**config.mk**
```make
export PLATFORM = sky130hd
export DESIGN_NAME = igc_sqrt
export DESIGN_NICKNAME = d
export VERILOG_FILES = /design/src/hdl/igc_pkg.sv /design/src/hdl/igc_sqrt.sv
export SDC_FILE = /design/constraint.sdc
export NUM_CORES = 2
export LEC_CHECK = 0
export BUFFER_PORTS_ARGS = -buffer_cell sky130_fd_sc_hd__buf_2
export CAP_MARGIN = 15
export CORE_UTILIZATION = 50
export DETAILED_ROUTE_END_ITERATION = 10
export PLACE_DENSITY = 0.65
export SETUP_SLACK_MARGIN = 0.3
export SLEW_MARGIN = 20
export SYNTH_ARGS = -nofsm -noshare
export SYNTH_HDL_FRONTEND = slang
export SYNTH_MEMORY_MAX_BITS = 65536
export SYNTH_SLANG_ARGS = --single-unit
```
**constraint.sdc**
```tcl
create_clock -name clock -period 10.24 [get_ports clock]
set_clock_uncertainty 0.2 [all_clocks]
set_input_delay 1.536 -clock clock [delete_from_list [all_inputs] [get_ports clock]]
set_output_delay 1.536 -clock clock [all_outputs]
set_load 0.005 [all_outputs]
```
**src/hdl/igc_pkg.sv**
```systemverilog
// ----------------------------------------------------------------------------
// igc_pkg
// shared constants, coefficients and types of the inverse normal cdf core
// ----------------------------------------------------------------------------
package igc_pkg;

   localparam int PROB_WIDTH    = 32;
   localparam int OUT_FRAC_BITS = 27;
   localparam int OUT_WIDTH     = 32;
   localparam int LOG_FB        = 30;
   localparam int Q_FB          = 27;
   localparam int SQRT_STEPS    = 32;
   localparam int DIV_STEPS     = 32;

   // 2 ln 2 in q.26
   localparam logic [26:0] TWO_LN2_Q26 = 27'd93032640;

   // rational approximation coefficients, q.27
   localparam logic [29:0] C0      = 30'd337626976;
   localparam logic [29:0] C1      = 30'd107757106;
   localparam logic [29:0] C2      = 30'd1386201;
   localparam logic [29:0] D1      = 30'd192305550;
   localparam logic [29:0] D2      = 30'd25403255;
   localparam logic [29:0] D3      = 30'd175557;
   localparam logic [29:0] ONE_Q27 = 30'd134217728;

   typedef struct packed {
      logic lower;
      logic clamped;
   } side_type;

   typedef struct packed {
      logic [OUT_WIDTH-1:0] quantile;
      logic                 clamped;
   } rsp_type;

endpackage

```
**src/hdl/igc_sqrt.sv**
```systemverilog
// ----------------------------------------------------------------------------
// igc_sqrt
// scales -log2 q to -2 ln q and takes t = sqrt(-2 ln q) one root bit a stage
// ----------------------------------------------------------------------------
module igc_sqrt
   import igc_pkg::*;
(
   input  logic              clock,
   input  logic              reset,
   input  logic              enable,
   input  logic              in_valid,
   input  logic [4:0]        in_e,
   input  logic [LOG_FB-1:0] in_f,
   input  side_type          in_side,
   output logic              out_valid,
   output logic [30:0]       out_t,
   output side_type          out_side
);

   logic [35:0] u_ff, u_in;
   side_type    side_u_ff;
   logic        vld_u_ff;
   logic [62:0] prod;

   logic [63:0] rem_ff  [0:SQRT_STEPS];
   logic [63:0] res_ff  [0:SQRT_STEPS];
   side_type    side_ff [0:SQRT_STEPS];
   logic        vld_ff  [0:SQRT_STEPS];

   assign u_in = (36'(PROB_WIDTH) << LOG_FB) - ((36'(in_e) << LOG_FB) + 36'(in_f));
   assign prod = 63'(u_ff) * 63'(TWO_LN2_Q26);

   always_ff @(posedge clock) begin
      if (reset) begin
         vld_u_ff  <= 1'b0;
         vld_ff[0] <= 1'b0;
      end else if (enable) begin
         vld_u_ff  <= in_valid;
         vld_ff[0] <= vld_u_ff;
      end
   end

   always_ff @(posedge clock) begin
      if (enable) begin
         u_ff       <= u_in;
         side_u_ff  <= in_side;
         rem_ff[0]  <= {3'b000, prod[62:26], 24'd0};
         res_ff[0]  <= '0;
         side_ff[0] <= side_u_ff;
      end
   end

   for (genvar g = 0; g < SQRT_STEPS; g++) begin : g_root
      localparam logic [63:0] Bit = 64'd1 << (62 - 2 * g);
      logic [63:0] trial;
      logic        take;

      assign trial = res_ff[g] + Bit;
      assign take  = rem_ff[g] >= trial;

      always_ff @(posedge clock) begin
         if (reset) begin
            vld_ff[g+1] <= 1'b0;
         end else if (enable) begin
            vld_ff[g+1] <= vld_ff[g];
         end
      end

      always_ff @(posedge clock) begin
         if (enable) begin
            rem_ff[g+1]  <= take ? (rem_ff[g] - trial) : rem_ff[g];
            res_ff[g+1]  <= take ? ((res_ff[g] >> 1) + Bit) : (res_ff[g] >> 1);
            side_ff[g+1] <= side_ff[g];
         end
      end
   end

   assign out_valid = vld_ff[SQRT_STEPS];
   assign out_t     = res_ff[SQRT_STEPS][30:0];
   assign out_side  = side_ff[SQRT_STEPS];

endmodule

```
==> impl_results.md <==
* Outcome: finished, violations left
* Failing checks: DRC
* Yosys reg bits at 2027
* Area growth syn-to-layout at 9.95%
* # setup viols final at 0
* Max Fanout on Critical Path at 8
* Seq/Total Area, Yosys at 0.537
* CTS resizes at 0
* Die height at 478 µm
* First-pass GRT wire length at 390 mm
* Max VDD drop at 1.17 mV
* Die width at 478 µm
* Leak at 0.0495 µW
* Global route total overflow at 0
* Final Max Tran Viols at 0
* Dominant cells by area after synthesis: edfxtp_1 54%, ha_1 9.0%, fa_1 4.6%, xnor2_1 3.8%, inv_1 3.3%
* Die area at approximately 230000 µm²
* DR vias at 72300
* HP Class: reg -> reg
* Average size of a mapped cell at roughly 12 µm²
* Max-cap violations at 0
* Clock transition at path regs at 60 ps
* Final Util at 0.554
* Setup CP Type: reg -> reg
* Cell Pwr Density at 365 nW/µm²
* Slew HR at 0.261
* Initial Util at 0.504
* CP required at roughly 11000 ps
* Largest net degree at the start of global routing at 181
* Critical Path AT at 8700 ps
* Drt drc at 10
* # clock sinks at 2027
* Number of synthesized flops with an enable pin at 2026
* Initial DRT Pass Iterations at 11
* Slew @ Worst Pin at 1100 ps
* FILL cells at 18600
* Tot GR Track Use at 0.215
* Final Hold Viols at 0
* Share of cells above drive strength 1 at 0.0589
* Initial antenna violation count at 2
* Number of setup buffers added after CTS at 0
* RSZ-0062 raised after global routing: no
* Area leader, netlist: edfxtp_1
* Vias in the first global route at 75600
* Main synth FF type: edfxtp_1
* CTS root buffer: clkbuf_16
* DR WL/cell at 19.0 µm
* Row count at roughly 170
* Synth warn at 0
* Iteration-0 DRC Markers at approximately 4300
* CTS Buf Count at 214
* Netlist area before placement at about 110000 µm²
* Vias/cell at 5.59
* Final Non-Filler Cells at 12900
* Crit end category: register
* TNS Setup at 0 ps
* Number of port buffers at 74
* Startpoint types: register
* Post-place instance area at 117000 µm²
* CTS tree: done
* Routed wire length at 246 mm
* Synth cell types at 107
* CORE AREA at 225000 µm²
* Global placer's final weighted congestion at 0.941
* Asr flop ratio synth at 0
* Clk buf depth at 3
* Cts hold-fix bufs at 0
* Max Clk Rate at 120 MHz
* Final net count at 10900
* Clock Latency Late Sink at 870 ps
* H-Tree Depth at 4
* Minimum clock period at roughly 8300 ps
* Placed cells at 12500
* Post-route ant nets at 0
* Ports at 75
* Design area at approximately 120000 µm²
* Syn Inst Count at 9567
* Synth top area share at 0.537
* DP HPWL at 188 mm
* Period utilization at 0.811
[worst max-delay path, stage by stage, from the launching register on]
cell	delay [ps]
edfxtp_1	700
inv_1	240
fa_1	540
fa_1	510
inv_1	40
ha_1	260
inv_1	50
fa_1	480
inv_1	60
fa_1	500
fa_1	540
inv_1	50
fa_1	520
inv_1	40
ha_1	330
nand4_1	150
or3_1	160
a21o_1	110
o2111ai_1	280
o31ai_1	740
o31ai_1	120
buf_4	190
a221o_1	360
a21oi_1	510
o21ai_0	220
xor2_1	170
[stage by stage]
stage	total power [µW]	hold WS (ps)	setup WS, ps
after floorplan	32000	200	3070
after global placement	37600	201	1880
after detailed placement	38000	205	1870
after CTS	46000	175	1870
after global routing	49500	197	1470
final	45500	183	1930
[kinds of logic (layout without fill, tap and decap cells)]
kind of cell,after synthesis,in the layout,synth area share
AO/OA/AOI/OAI,1808,1808,0.0995
XOR/XNOR,893,893,0.0690
adder cells (fa/ha/maj),1073,1073,0.136
buffers and inverters,1157,1531,0.0389
flip-flops,2027,2027,0.537
multiplexers,63,63,0.00631
other,1,4,0.0000331
AND/OR/NAND/NOR,2545,2545,0.114
[power breakdown]
part	internal (µW)	switching, µW	total [µW]
Clock	4550	3280	7840
Sequential	11800	924	12800
Combinational	10800	14100	24900
Total	27200	18400	45500
[layer usage]
metal | GRT usage | vias up | part of all wire
met3 | 0.0234 | 607 | 0.025
met4 | 0.105 | 0 | 0.047
met1 | 0.207 | 35300 | 0.35
met5 | 0 | - | 0
met2 | 0.441 | 1345 | 0.58
li1 | - | 35100 | -
[path summary, 6_finish.rpt]
path                                    start       endpoint  slack [ps]  cells after the start
worst min-delay path            side_ff[1][6]  side_ff[1][8]         180                      0
worst max register to register        u_ff[7]  rem_ff[0][57]        1930                     25
worst max-delay path                  u_ff[7]  rem_ff[0][57]        1930                     25
worst min register to register  side_ff[1][6]  side_ff[1][8]         180                      0
[state kept, by name, summed over array words and instances (netlist names)]
register,cells
side_u_ff,2
res_ff,496
rem_ff,1393
vld_u_ff,1
u_ff,36
vld_ff,33
side_ff,66
[synthesized netlist by cell type, types with 59 or more instances]
cell type and n:
nand2b_1 124, o31ai_1 60, or3_1 104, nor3_1 238
inv_1 995, o21bai_1 69, and2_1 59, nor2_1 575
ha_1 814, a21oi_1 559, a21o_1 239, edfxtp_1 2026
fa_1 259, nand3_1 168, nor4_1 161, clkbuf_1 118
o21ai_0 442, nand4_1 102, o21a_1 116, nand2_1 626
xor2_1 403, nor2b_1 79, or4_1 60, xnor2_1 490
[cell type report]
type	count	area, µm²	share of cell area
multi-input combinational	6384	48200	0.386
clock buffer	262	5600	0.0449
clock inverter	134	1540	0.0123
antenna	2	5.00	0.0000402
tap	2992	3740	0.0300
inverter	1000	3760	0.0301
sequential	2027	60900	0.488
timing repair buffer	135	960	0.00770
[layout by cell type, fill, tap and decap left out, types with 116 or more instances in the layout]
master,instances
xor2_1,403
inv_1,995
o21ai_0,442
a21o_1,239
nand2_1,626
a21oi_1,559
edfxtp_1,2026
nand3_1,168
clkbuf_16,217
nor4_1,159
o21a_1,116
xnor2_1,490
nor3_1,238
fa_1,259
ha_1,814
nand2b_1,124
nor2_1,575
Note: power is estimated with default switching activity, not from simulation.
